[src/rtl/sdtq_pkg.sv]
// shared types and constants for the sorted deadline timer queue
package sdtq_pkg;

  // field widths fixed by the interface
  localparam int unsigned T_W    = 63;
  localparam int unsigned ID_W   = 8;
  localparam int unsigned KIND_W = 2;
  localparam int unsigned EV_W   = 2;

  // parameter defaults
  localparam int unsigned DEPTH_DEF   = 16;
  localparam int unsigned ID_BITS_DEF = 8;

  // request kinds
  typedef enum logic [KIND_W-1:0] {
    KIND_START = 2'd0,
    KIND_STOP  = 2'd1,
    KIND_TICK  = 2'd2,
    KIND_CLOCK = 2'd3
  } kind_e;

  // result events
  typedef enum logic [EV_W-1:0] {
    EV_ACK       = 2'd0,
    EV_EXPIRED   = 2'd1,
    EV_CANCELLED = 2'd2,
    EV_FULL      = 2'd3
  } event_e;

endpackage

[src/rtl/sdtq_ram.sv]
// generic simple dual port ram with registered read
module sdtq_ram #(
  parameter int unsigned WIDTH = 8,
  parameter int unsigned DEPTH = 16
) (
  input  logic                                   clk_i,
  input  logic                                   we_i,
  input  logic [((DEPTH > 1) ? $clog2(DEPTH) : 1)-1:0] waddr_i,
  input  logic [WIDTH-1:0]                       wdata_i,
  input  logic                                   re_i,
  input  logic [((DEPTH > 1) ? $clog2(DEPTH) : 1)-1:0] raddr_i,
  output logic [WIDTH-1:0]                       rdata_o
);

  logic [WIDTH-1:0] mem [DEPTH];
  logic [WIDTH-1:0] rdata_q;

  // write port
  always_ff @(posedge clk_i) begin
    if (we_i) begin
      mem[waddr_i] <= wdata_i;
    end
  end

  // read port, data held until the next read
  always_ff @(posedge clk_i) begin
    if (re_i) begin
      rdata_q <= mem[raddr_i];
    end
  end

  assign rdata_o = rdata_q;

endmodule

[src/rtl/sorted_deadline_timer_queue.sv]
// sorted deadline timer queue: entries in a circular ram, sequencer for insert, stop, tick, clock change
//
//   channel  direction  handshake               payload
//   in       input      in_valid_i / in_stall_o  kind, timer_id, duration, is_relative, now
//   out      output     out_valid_o / out_stall_i event_res, timer_id_res, next_deadline,
//                                                 queue_empty, last
//
// work per item: start moves the entries with later deadlines up one place, or gives
// the full result with no pass; stop reads every queued entry; tick reads from the head
// and reports each popped entry; clock change reports every entry as cancelled. all reads
// go through the one ram read port with its registered read. reset empties the queue at once, no clearing pass.
// one item at a time; a stalled result holds the sequencer and with it the input.
module sorted_deadline_timer_queue #(
  parameter int unsigned DEPTH   = sdtq_pkg::DEPTH_DEF,
  parameter int unsigned ID_BITS = sdtq_pkg::ID_BITS_DEF
) (
  input  logic                          clk_i,
  input  logic                          rst_ni,
  input  logic                          in_valid_i,
  output logic                          in_stall_o,
  input  logic [sdtq_pkg::KIND_W-1:0]   kind_i,
  input  logic [sdtq_pkg::ID_W-1:0]     timer_id_i,
  input  logic [sdtq_pkg::T_W-1:0]      duration_i,
  input  logic                          is_relative_i,
  input  logic [sdtq_pkg::T_W-1:0]      now_i,
  output logic                          out_valid_o,
  input  logic                          out_stall_i,
  output logic [sdtq_pkg::EV_W-1:0]     event_res_o,
  output logic [sdtq_pkg::ID_W-1:0]     timer_id_res_o,
  output logic [sdtq_pkg::T_W-1:0]      next_deadline_o,
  output logic                          queue_empty_o,
  output logic                          last_o
);
  import sdtq_pkg::*;

  localparam int unsigned AW  = (DEPTH > 1) ? $clog2(DEPTH) : 1;
  localparam int unsigned CW  = $clog2(DEPTH + 1);
  localparam int unsigned IDW = (ID_BITS < ID_W) ? ID_BITS : ID_W;
  localparam int unsigned DW  = T_W + IDW;
  localparam logic [CW-1:0] DEPTH_C = CW'(DEPTH);
  localparam logic [CW:0]   DEPTH_X = (CW + 1)'(DEPTH);
  localparam logic [CW-1:0] ONE_C   = CW'(1);

  // sequencer states
  localparam logic [3:0] S_IDLE    = 4'd0;
  localparam logic [3:0] S_INS_RD  = 4'd1;
  localparam logic [3:0] S_INS_CMP = 4'd2;
  localparam logic [3:0] S_STP_RD  = 4'd3;
  localparam logic [3:0] S_STP_CMP = 4'd4;
  localparam logic [3:0] S_SCN_RD  = 4'd5;
  localparam logic [3:0] S_SCN_CMP = 4'd6;
  localparam logic [3:0] S_EMT_RD  = 4'd7;
  localparam logic [3:0] S_EMT_OUT = 4'd8;
  localparam logic [3:0] S_RESP    = 4'd9;

  // logical queue position to ram address
  function automatic logic [AW-1:0] wrap_addr(input logic [AW-1:0] base,
                                              input logic [CW-1:0] off);
    logic [CW:0] sum;
    begin
      sum = (CW + 1)'(base) + (CW + 1)'(off);
      if (sum >= DEPTH_X) begin
        sum = sum - DEPTH_X;
      end
      return sum[AW-1:0];
    end
  endfunction

  logic [3:0]     state_q, state_d;
  logic [IDW-1:0] id_q, id_d;
  logic [T_W-1:0] dl_q, dl_d;
  logic [T_W-1:0] now_q, now_d;
  logic [AW-1:0]  head_q, head_d;
  logic [CW-1:0]  cnt_q, cnt_d;
  logic [CW-1:0]  idx_q, idx_d;
  logic [CW-1:0]  wr_q, wr_d;
  logic [CW-1:0]  k_q, k_d;
  logic [T_W-1:0] fin_dl_q, fin_dl_d;
  logic           fin_empty_q, fin_empty_d;
  logic [T_W-1:0] head_dl_q, head_dl_d;
  event_e         ev_q, ev_d;

  logic            ov_q, ov_d;
  event_e          oev_q, oev_d;
  logic [ID_W-1:0] oid_q, oid_d;
  logic [T_W-1:0]  odl_q, odl_d;
  logic            oemp_q, oemp_d;
  logic            olast_q, olast_d;

  logic           ram_we, ram_re;
  logic [AW-1:0]  ram_waddr, ram_raddr;
  logic [DW-1:0]  ram_wdata, ram_rdata;
  logic [T_W-1:0] rd_dl;
  logic [IDW-1:0] rd_id;

  logic           in_acc;
  logic           ofree;
  logic [T_W:0]   dl_sum;
  logic [T_W-1:0] dl_in;

  // entry store, deadline above id
  sdtq_ram #(
    .WIDTH(DW),
    .DEPTH(DEPTH)
  ) u_ram (
    .clk_i  (clk_i),
    .we_i   (ram_we),
    .waddr_i(ram_waddr),
    .wdata_i(ram_wdata),
    .re_i   (ram_re),
    .raddr_i(ram_raddr),
    .rdata_o(ram_rdata)
  );

  assign rd_dl = ram_rdata[DW-1:IDW];
  assign rd_id = ram_rdata[IDW-1:0];

  // handshake
  assign in_acc     = in_valid_i && (state_q == S_IDLE);
  assign in_stall_o = (state_q != S_IDLE);
  assign ofree      = !ov_q || !out_stall_i;

  // deadline, relative form saturates
  assign dl_sum = {1'b0, now_i} + {1'b0, duration_i};
  assign dl_in  = !is_relative_i ? duration_i :
                  (dl_sum[T_W] ? {T_W{1'b1}} : dl_sum[T_W-1:0]);

  // sequencer
  always_comb begin
    state_d     = state_q;
    id_d        = id_q;
    dl_d        = dl_q;
    now_d       = now_q;
    head_d      = head_q;
    cnt_d       = cnt_q;
    idx_d       = idx_q;
    wr_d        = wr_q;
    k_d         = k_q;
    fin_dl_d    = fin_dl_q;
    fin_empty_d = fin_empty_q;
    head_dl_d   = head_dl_q;
    ev_d        = ev_q;

    ov_d    = ov_q && out_stall_i;
    oev_d   = oev_q;
    oid_d   = oid_q;
    odl_d   = odl_q;
    oemp_d  = oemp_q;
    olast_d = olast_q;

    ram_we    = 1'b0;
    ram_waddr = wrap_addr(head_q, idx_q);
    ram_wdata = ram_rdata;
    ram_re    = 1'b0;
    ram_raddr = wrap_addr(head_q, idx_q);

    unique case (state_q)
      S_IDLE: begin
        if (in_acc) begin
          id_d  = timer_id_i[IDW-1:0];
          dl_d  = dl_in;
          now_d = now_i;
          idx_d = '0;
          wr_d  = '0;
          unique case (kind_e'(kind_i))
            KIND_START: begin
              if (cnt_q == DEPTH_C) begin
                ev_d    = EV_FULL;
                state_d = S_RESP;
              end else begin
                idx_d   = cnt_q;
                state_d = S_INS_RD;
              end
            end
            KIND_STOP: begin
              state_d = S_STP_RD;
            end
            KIND_TICK: begin
              state_d = S_SCN_RD;
            end
            KIND_CLOCK: begin
              k_d         = cnt_q;
              fin_dl_d    = '0;
              fin_empty_d = 1'b1;
              if (cnt_q == '0) begin
                id_d    = '0;
                ev_d    = EV_ACK;
                state_d = S_RESP;
              end else begin
                ev_d    = EV_CANCELLED;
                state_d = S_EMT_RD;
              end
            end
            default: begin
              state_d = S_IDLE;
            end
          endcase
        end
      end

      // insert: walk back from the tail, moving later deadlines up by one
      S_INS_RD: begin
        if (idx_q == '0) begin
          ram_we    = 1'b1;
          ram_waddr = wrap_addr(head_q, idx_q);
          ram_wdata = {dl_q, id_q};
          head_dl_d = dl_q;
          cnt_d     = cnt_q + ONE_C;
          ev_d      = EV_ACK;
          state_d   = S_RESP;
        end else begin
          ram_re    = 1'b1;
          ram_raddr = wrap_addr(head_q, idx_q - ONE_C);
          state_d   = S_INS_CMP;
        end
      end

      S_INS_CMP: begin
        ram_we    = 1'b1;
        ram_waddr = wrap_addr(head_q, idx_q);
        if (rd_dl > dl_q) begin
          ram_wdata = ram_rdata;
          idx_d     = idx_q - ONE_C;
          state_d   = S_INS_RD;
        end else begin
          ram_wdata = {dl_q, id_q};
          cnt_d     = cnt_q + ONE_C;
          ev_d      = EV_ACK;
          state_d   = S_RESP;
        end
      end

      // stop: compact the queue, dropping every entry of this id
      S_STP_RD: begin
        if (idx_q == cnt_q) begin
          cnt_d   = wr_q;
          ev_d    = EV_ACK;
          state_d = S_RESP;
        end else begin
          ram_re  = 1'b1;
          state_d = S_STP_CMP;
        end
      end

      S_STP_CMP: begin
        if (rd_id != id_q) begin
          ram_we    = 1'b1;
          ram_waddr = wrap_addr(head_q, wr_q);
          ram_wdata = ram_rdata;
          wr_d      = wr_q + ONE_C;
          if (wr_q == '0) begin
            head_dl_d = rd_dl;
          end
        end
        idx_d   = idx_q + ONE_C;
        state_d = S_STP_RD;
      end

      // tick: count due entries from the head, keep the first one left
      S_SCN_RD: begin
        if (idx_q == cnt_q) begin
          fin_dl_d    = '0;
          fin_empty_d = 1'b1;
          k_d         = idx_q;
          if (idx_q == '0) begin
            id_d    = '0;
            ev_d    = EV_ACK;
            state_d = S_RESP;
          end else begin
            idx_d   = '0;
            ev_d    = EV_EXPIRED;
            state_d = S_EMT_RD;
          end
        end else begin
          ram_re  = 1'b1;
          state_d = S_SCN_CMP;
        end
      end

      S_SCN_CMP: begin
        if (rd_dl <= now_q) begin
          idx_d   = idx_q + ONE_C;
          state_d = S_SCN_RD;
        end else begin
          fin_dl_d    = rd_dl;
          fin_empty_d = 1'b0;
          k_d         = idx_q;
          if (idx_q == '0) begin
            id_d    = '0;
            ev_d    = EV_ACK;
            state_d = S_RESP;
          end else begin
            idx_d   = '0;
            ev_d    = EV_EXPIRED;
            state_d = S_EMT_RD;
          end
        end
      end

      // report popped or cancelled entries in queue order
      S_EMT_RD: begin
        ram_re  = 1'b1;
        state_d = S_EMT_OUT;
      end

      S_EMT_OUT: begin
        if (ofree) begin
          ov_d    = 1'b1;
          oev_d   = ev_q;
          oid_d   = ID_W'(rd_id);
          odl_d   = fin_dl_q;
          oemp_d  = fin_empty_q;
          olast_d = (idx_q == k_q - ONE_C);
          if (idx_q == k_q - ONE_C) begin
            head_d    = wrap_addr(head_q, k_q);
            cnt_d     = cnt_q - k_q;
            head_dl_d = fin_dl_q;
            state_d   = S_IDLE;
          end else begin
            idx_d   = idx_q + ONE_C;
            state_d = S_EMT_RD;
          end
        end
      end

      // single result from the queue state as it now stands
      S_RESP: begin
        if (ofree) begin
          ov_d    = 1'b1;
          oev_d   = ev_q;
          oid_d   = ID_W'(id_q);
          odl_d   = (cnt_q != '0) ? head_dl_q : '0;
          oemp_d  = (cnt_q == '0);
          olast_d = 1'b1;
          state_d = S_IDLE;
        end
      end

      default: begin
        state_d = S_IDLE;
      end
    endcase
  end

  // control registers
  always_ff @(posedge clk_i or negedge rst_ni) begin
    if (!rst_ni) begin
      state_q <= S_IDLE;
      head_q  <= '0;
      cnt_q   <= '0;
      ov_q    <= 1'b0;
    end else begin
      state_q <= state_d;
      head_q  <= head_d;
      cnt_q   <= cnt_d;
      ov_q    <= ov_d;
    end
  end

  // payload registers
  always_ff @(posedge clk_i) begin
    id_q        <= id_d;
    dl_q        <= dl_d;
    now_q       <= now_d;
    idx_q       <= idx_d;
    wr_q        <= wr_d;
    k_q         <= k_d;
    fin_dl_q    <= fin_dl_d;
    fin_empty_q <= fin_empty_d;
    head_dl_q   <= head_dl_d;
    ev_q        <= ev_d;
    oev_q       <= oev_d;
    oid_q       <= oid_d;
    odl_q       <= odl_d;
    oemp_q      <= oemp_d;
    olast_q     <= olast_d;
  end

  assign out_valid_o     = ov_q;
  assign event_res_o     = oev_q;
  assign timer_id_res_o  = oid_q;
  assign next_deadline_o = odl_q;
  assign queue_empty_o   = oemp_q;
  assign last_o          = olast_q;

  // fill level stays within the store
  a_cnt_bound: assert property (@(posedge clk_i) disable iff (!rst_ni)
    cnt_q <= DEPTH_C)
    else $error("entry count above depth");

  // a read never meets a write to the same entry
  a_no_rw_clash: assert property (@(posedge clk_i) disable iff (!rst_ni)
    (ram_we && ram_re) |-> (ram_waddr != ram_raddr))
    else $error("ram read and write collide");

  // only insert and stop passes modify the store
  a_we_states: assert property (@(posedge clk_i) disable iff (!rst_ni)
    ram_we |-> (state_q == S_INS_RD || state_q == S_INS_CMP || state_q == S_STP_CMP))
    else $error("ram write outside insert or stop");

  // the report pass stays inside the popped range
  a_emit_range: assert property (@(posedge clk_i) disable iff (!rst_ni)
    (state_q == S_EMT_OUT) |-> (k_q != '0 && idx_q < k_q))
    else $error("report index out of range");

  // every accepted item starts work
  a_acc_busy: assert property (@(posedge clk_i) disable iff (!rst_ni)
    in_acc |=> (state_q != S_IDLE))
    else $error("accepted item left idle");

endmodule
[config.mk]
export PLATFORM = sky130hd
export DESIGN_NAME = sorted_deadline_timer_queue
export DESIGN_NICKNAME = d
export VERILOG_FILES = /design/src/rtl/sdtq_pkg.sv /design/src/rtl/sdtq_ram.sv /design/src/rtl/sorted_deadline_timer_queue.sv
export SDC_FILE = /design/constraint.sdc
export NUM_CORES = 2
export LEC_CHECK = 0
export ABC_CLOCK_PERIOD_IN_PS = 35700
export BUFFER_PORTS_ARGS = -buffer_cell sky130_fd_sc_hd__buf_2
export CORE_MARGIN = 2
export CORE_UTILIZATION = 45
export CTS_CLUSTER_DIAMETER = 40
export DETAILED_ROUTE_END_ITERATION = 7
export HOLD_SLACK_MARGIN = 0.05
export PLACE_DENSITY = 0.71
export SETUP_SLACK_MARGIN = 0.3
export SKIP_LAST_GASP = 1
export SLEW_MARGIN = 20
export SYNTH_ARGS = -nofsm -noshare
export SYNTH_HDL_FRONTEND = slang
export SYNTH_SLANG_ARGS = --single-unit
[constraint.sdc]
create_clock -name clk_i -period 35.7 [get_ports clk_i]
set_input_delay 3.57 -clock clk_i [delete_from_list [all_inputs] [get_ports clk_i]]
set_output_delay 3.57 -clock clk_i [all_outputs]
set_load 0.02 [all_outputs]
==> impl_results.md <==
* Outcome: complete, no violations
* Largest clock skew in the final design at 43.9 ps
* Antenna violations before repair at 39
* Minimum period implied by the final worst setup slack at 6940 ps
* Final #Nets at 4783
* Area of the core at 152000 µm²
* Fraction of registers with async set/reset at 0.889%
* Number of remaining DRC errors at 0
* Total Wirelength at 180 mm
* Largest area contributor in the netlist: sky130_fd_sc_hd__edfxtp_1
* Synth Area in Simple Gates at 4.80%
* Buffers on Ports at 217
* Proportion of netlist area held by the largest area contributor at 67.8%
* Worst reg-to-reg setup slack at 29220 ps
* Cell count after synthesis at 4173
* Weighted congestion reported at the end of routability-driven placement at 0.896
* Pwr per Cell Area at 98.0 nW/µm²
* Drt via density at 5.99
* Leading cell types by total area after synthesis: sky130_fd_sc_hd__edfxtp_1 68%, sky130_fd_sc_hd__mux4_2 9.3%, sky130_fd_sc_hd__ha_1 3.8%
* Worst voltage drop across the vdd grid at 0.108 mV
* Starting Density at 45.4%
* Proportion of layout cells with a drive suffix above 1 at 21.2%
* Routed wire per std cell at 27.3 µm
* Slew at the pin with the worst max-slew slack at 1180 ps
* Average cell area after synthesis at 16.6 µm²
* Largest family of logic cells by synthesized area: multiplexers
* Vias in the first global route at 39100
* CP Cell Sequence: buf_2 > ha_1 > inv_1 > fa_1 > nor2b_1 > o2111ai_1 > a21oi_1 > o21ai_1 > a311oi_1 > o31ai_2 > o31ai_1 > a311oi_1 > xnor2_1 > o22a_1
* DP Area at 72400 µm²
* Synthesized-area fraction occupied by ao, oa, aoi and oai cells at 7.55%
* Setup total negative slack at 0 ps
* Total global routing track utilization at 22.8%
* Total CTS buffers at 176
* Count of buffers added by post-CTS timing repair for setup at 0
* Die ar. at 157000 µm²
* Critical path's most frequent cell: sky130_fd_sc_hd__a311oi_1
* CP Max Fanout at 4
* Syn nets at 4530
* Max Transition Viols Final at 0
* Non-filler cells in the finished layout at 6619
* Relative slew slack at 20.8%
* CP Capture Type: flop
* Post-Layout Inst Area at 78300 µm²
* Total half-perimeter wirelength after legalization and detailed placement at 109 mm
* Syn-to-layout area delta at 13.3%
* RSZ-0062 raised after global routing: no
* Adder and majority gate portion of the synthesized area at 3.98%
* Post-CTS Hold Fix Bufs at 0
* Placed cells at 6278
* DR pass1 iterations at 8
* Slowest stage cell on the critical path: sky130_fd_sc_hd__a311oi_1
* FP Rows at 143
* Share of total power consumed by net switching at 35.3%
* Sort of element at the start of the critical path: input port
* Fraction of synthesized cell area in xor and xnor cells at 1.29%
* Max-capacitance violation count at 0
* Synthesized area at 69100 µm²
* Sequential fraction of the synthesis area at 68.3%
* Combinational fraction of design power at 37.5%
* Maximum number of pins on one net before global-route repair at 127
* Worst Path Arrival at 7480 ps
* First-pass GRT wire length at 263 mm
* Final hold violations at 0
* Count of cells resized by post-cts repair at 0
* Internal power at 4.97 mW
* Min-Delay Path Class: flop to flop
* Grt total ovfl at 0
* CP max stage delay at 800 ps
* Height of the chip at 396 µm
* Number of H-tree levels at 4
* TritonCTS clock tree: done
* Clock Tree Root: sky130_fd_sc_hd__clkbuf_16
* Proportion of power drawn by flip-flops and latches at 38.8%
* Max frequency at 144 MHz
* Power dissipated by switching net loads at 2.70 mW
* Leakage power summed over all cells at 27.0 nW
* Finish-stage setup viols at 0
* I/O pin count at 218
* Number of enable-type register cells in the synthesized netlist at 1560
* Part of the cycle the worst path needs at 19.4%
* Top FF cell, synth: sky130_fd_sc_hd__edfxtp_1
* Worst Path Required at 36250 ps
* Buffer levels on the longest clock path at 3
* Clock slew seen by the registers of the worst setup and hold paths at 60 ps
* Drt initial violations at 4918
* Die X at 396 µm
* Proportion of power drawn by the clock network at 23.7%
* Number of different library cells in the post-synthesis netlist at 86
* Overall via count from detail_route at 39700
* Proportion of synthesized area in mux cells at 11.6%
* Worst setup path category: input port to flop
* Number of nets with antenna violations after routing at 0
* Count of state elements after synthesis at 1574
* Number of clock sinks at 1574
* Source-to-sink clock delay at the later pin of the worst-skew pair at 830 ps
* Yosys synthesis warning count at 0
## cells in the mapped netlist (17+ instances only)
library cell and n:
sky130_fd_sc_hd__nand2_1 252, sky130_fd_sc_hd__xnor2_1 57, sky130_fd_sc_hd__a211oi_1 79, sky130_fd_sc_hd__nor2_1 105
sky130_fd_sc_hd__a21oi_1 198, sky130_fd_sc_hd__xor2_1 45, sky130_fd_sc_hd__o22a_1 61, sky130_fd_sc_hd__nand3_1 33
sky130_fd_sc_hd__mux2_2 76, sky130_fd_sc_hd__clkbuf_1 111, sky130_fd_sc_hd__and2_1 78, sky130_fd_sc_hd__buf_2 38
sky130_fd_sc_hd__edfxtp_1 1560, sky130_fd_sc_hd__inv_1 157, sky130_fd_sc_hd__o21ai_0 198, sky130_fd_sc_hd__nand4_1 39
sky130_fd_sc_hd__a31oi_1 17, sky130_fd_sc_hd__nor3_1 22, sky130_fd_sc_hd__nor2b_1 87, sky130_fd_sc_hd__buf_4 23
sky130_fd_sc_hd__mux2i_1 77, sky130_fd_sc_hd__a22oi_1 67, sky130_fd_sc_hd__mux4_2 284, sky130_fd_sc_hd__ha_1 210
sky130_fd_sc_hd__a21o_1 86
## sequential cells by signal (all words and copies together) (netlist names), 4 cells and up
register,count
head_q,4
u_ram.mem,1136
cnt_q,5
k_q,5
state_q,4
head_dl_q,63
next_deadline_o,63
wr_q,5
idx_q,5
id_q,8
u_ram.rdata_o,71
timer_id_res_o,8
fin_dl_q,63
now_q,63
dl_q,63
## final cells by class
class                      instances  area [µm²]
clock inverter                   111        1170
antenna                           13        32.5
multi-input combinational       2235       20500
inverter                         157         589
clock buffer                     217        4680
timing repair buffer             282        1620
fill                           12100       73900
sequential                      1574       47200
tap                             2030        2540
## power groups by stage
stage	registers, mW	logic (mW)	clock network [mW]
2_1_floorplan	2.97	2.09	0
3_3_place_gp	3.00	2.80	0
3_5_place_dp	3.01	2.87	0
4_1_cts	2.97	2.89	1.84
5_1_grt	3.01	3.12	1.91
6_report	2.98	2.88	1.82
## worst max-delay path: cells and delay by family
kind	cells	cell delay, ps
and+or+nand+nor	1	210
adders and majority gates	2	610
xor gates and xnor gates	1	150
AOI/OAI and AO/OA	8	2770
buffers and inverters	2	180
## metal layers
metal | track usage [%] | share of wire (%)
met5 | 0 | 0.13
met4 | 7.57 | 2.7
met3 | 6.14 | 11
met2 | 36.6 | 48
met1 | 30.3 | 38
## worst paths after layout
path / cells after the start / endpoint / from
setup / recovery: 14 / dl_q[62] / duration_i[0]
hold / removal: 0 / event_res_o[1] / ev_q[1]
setup reg to reg: 14 / u_ram.rdata_o[44] / idx_q[0]
hold reg to reg: 0 / event_res_o[1] / ev_q[1]
max in group asynchronous: 1 / head_q[3] / rst_ni
min in group asynchronous: 1 / cnt_q[0] / rst_ni
## through the flow
step | hold slack (ps) | util, % | power, mW | worst slack [ps]
floorplan | 400 | - | 5.06 | 21270
global placement | 409 | 47.6 | 5.80 | 28180
detailed placement | 408 | 47.6 | 5.88 | 28120
CTS | 421 | 51.4 | 7.70 | 28930
global route | 421 | 51.4 | 8.04 | 28600
finish | 416 | 51.4 | 7.67 | 28760
## layout by cell type (no fill, tap or decap), types with 20 or more instances in the layout
master,n
sky130_fd_sc_hd__o21ai_0,197
sky130_fd_sc_hd__nand4_1,39
sky130_fd_sc_hd__buf_4,61
sky130_fd_sc_hd__and2_1,78
sky130_fd_sc_hd__nand3_1,33
sky130_fd_sc_hd__a21oi_1,198
sky130_fd_sc_hd__nand2_1,249
sky130_fd_sc_hd__edfxtp_1,1560
sky130_fd_sc_hd__clkinv_2,22
sky130_fd_sc_hd__mux4_2,284
sky130_fd_sc_hd__nor2_4,20
sky130_fd_sc_hd__nor2b_1,87
sky130_fd_sc_hd__mux2_2,76
sky130_fd_sc_hd__o22a_1,61
sky130_fd_sc_hd__a211oi_1,79
sky130_fd_sc_hd__ha_1,210
sky130_fd_sc_hd__xnor2_1,55
sky130_fd_sc_hd__inv_1,157
sky130_fd_sc_hd__xor2_1,45
sky130_fd_sc_hd__a21o_1,86
sky130_fd_sc_hd__a22oi_1,67
sky130_fd_sc_hd__nor2_1,85
sky130_fd_sc_hd__clkinv_1,21
sky130_fd_sc_hd__mux2i_1,76
sky130_fd_sc_hd__clkbuf_1,34
sky130_fd_sc_hd__buf_2,217
sky130_fd_sc_hd__clkbuf_16,181
## kinds of logic (layout without fill, tap and decap cells)
kind of cell | Yosys count | in the layout
flip-flops | 1574 | 1574
adder cells (fa/ha/maj) | 216 | 216
AND/OR/NAND/NOR | 677 | 677
multiplexers | 437 | 437
other | 0 | 13
XOR/XNOR | 102 | 102
AO/OA/AOI/OAI | 803 | 803
buffers and inverters | 364 | 767
No activity file was read; power rests on OpenSTA's default activity.
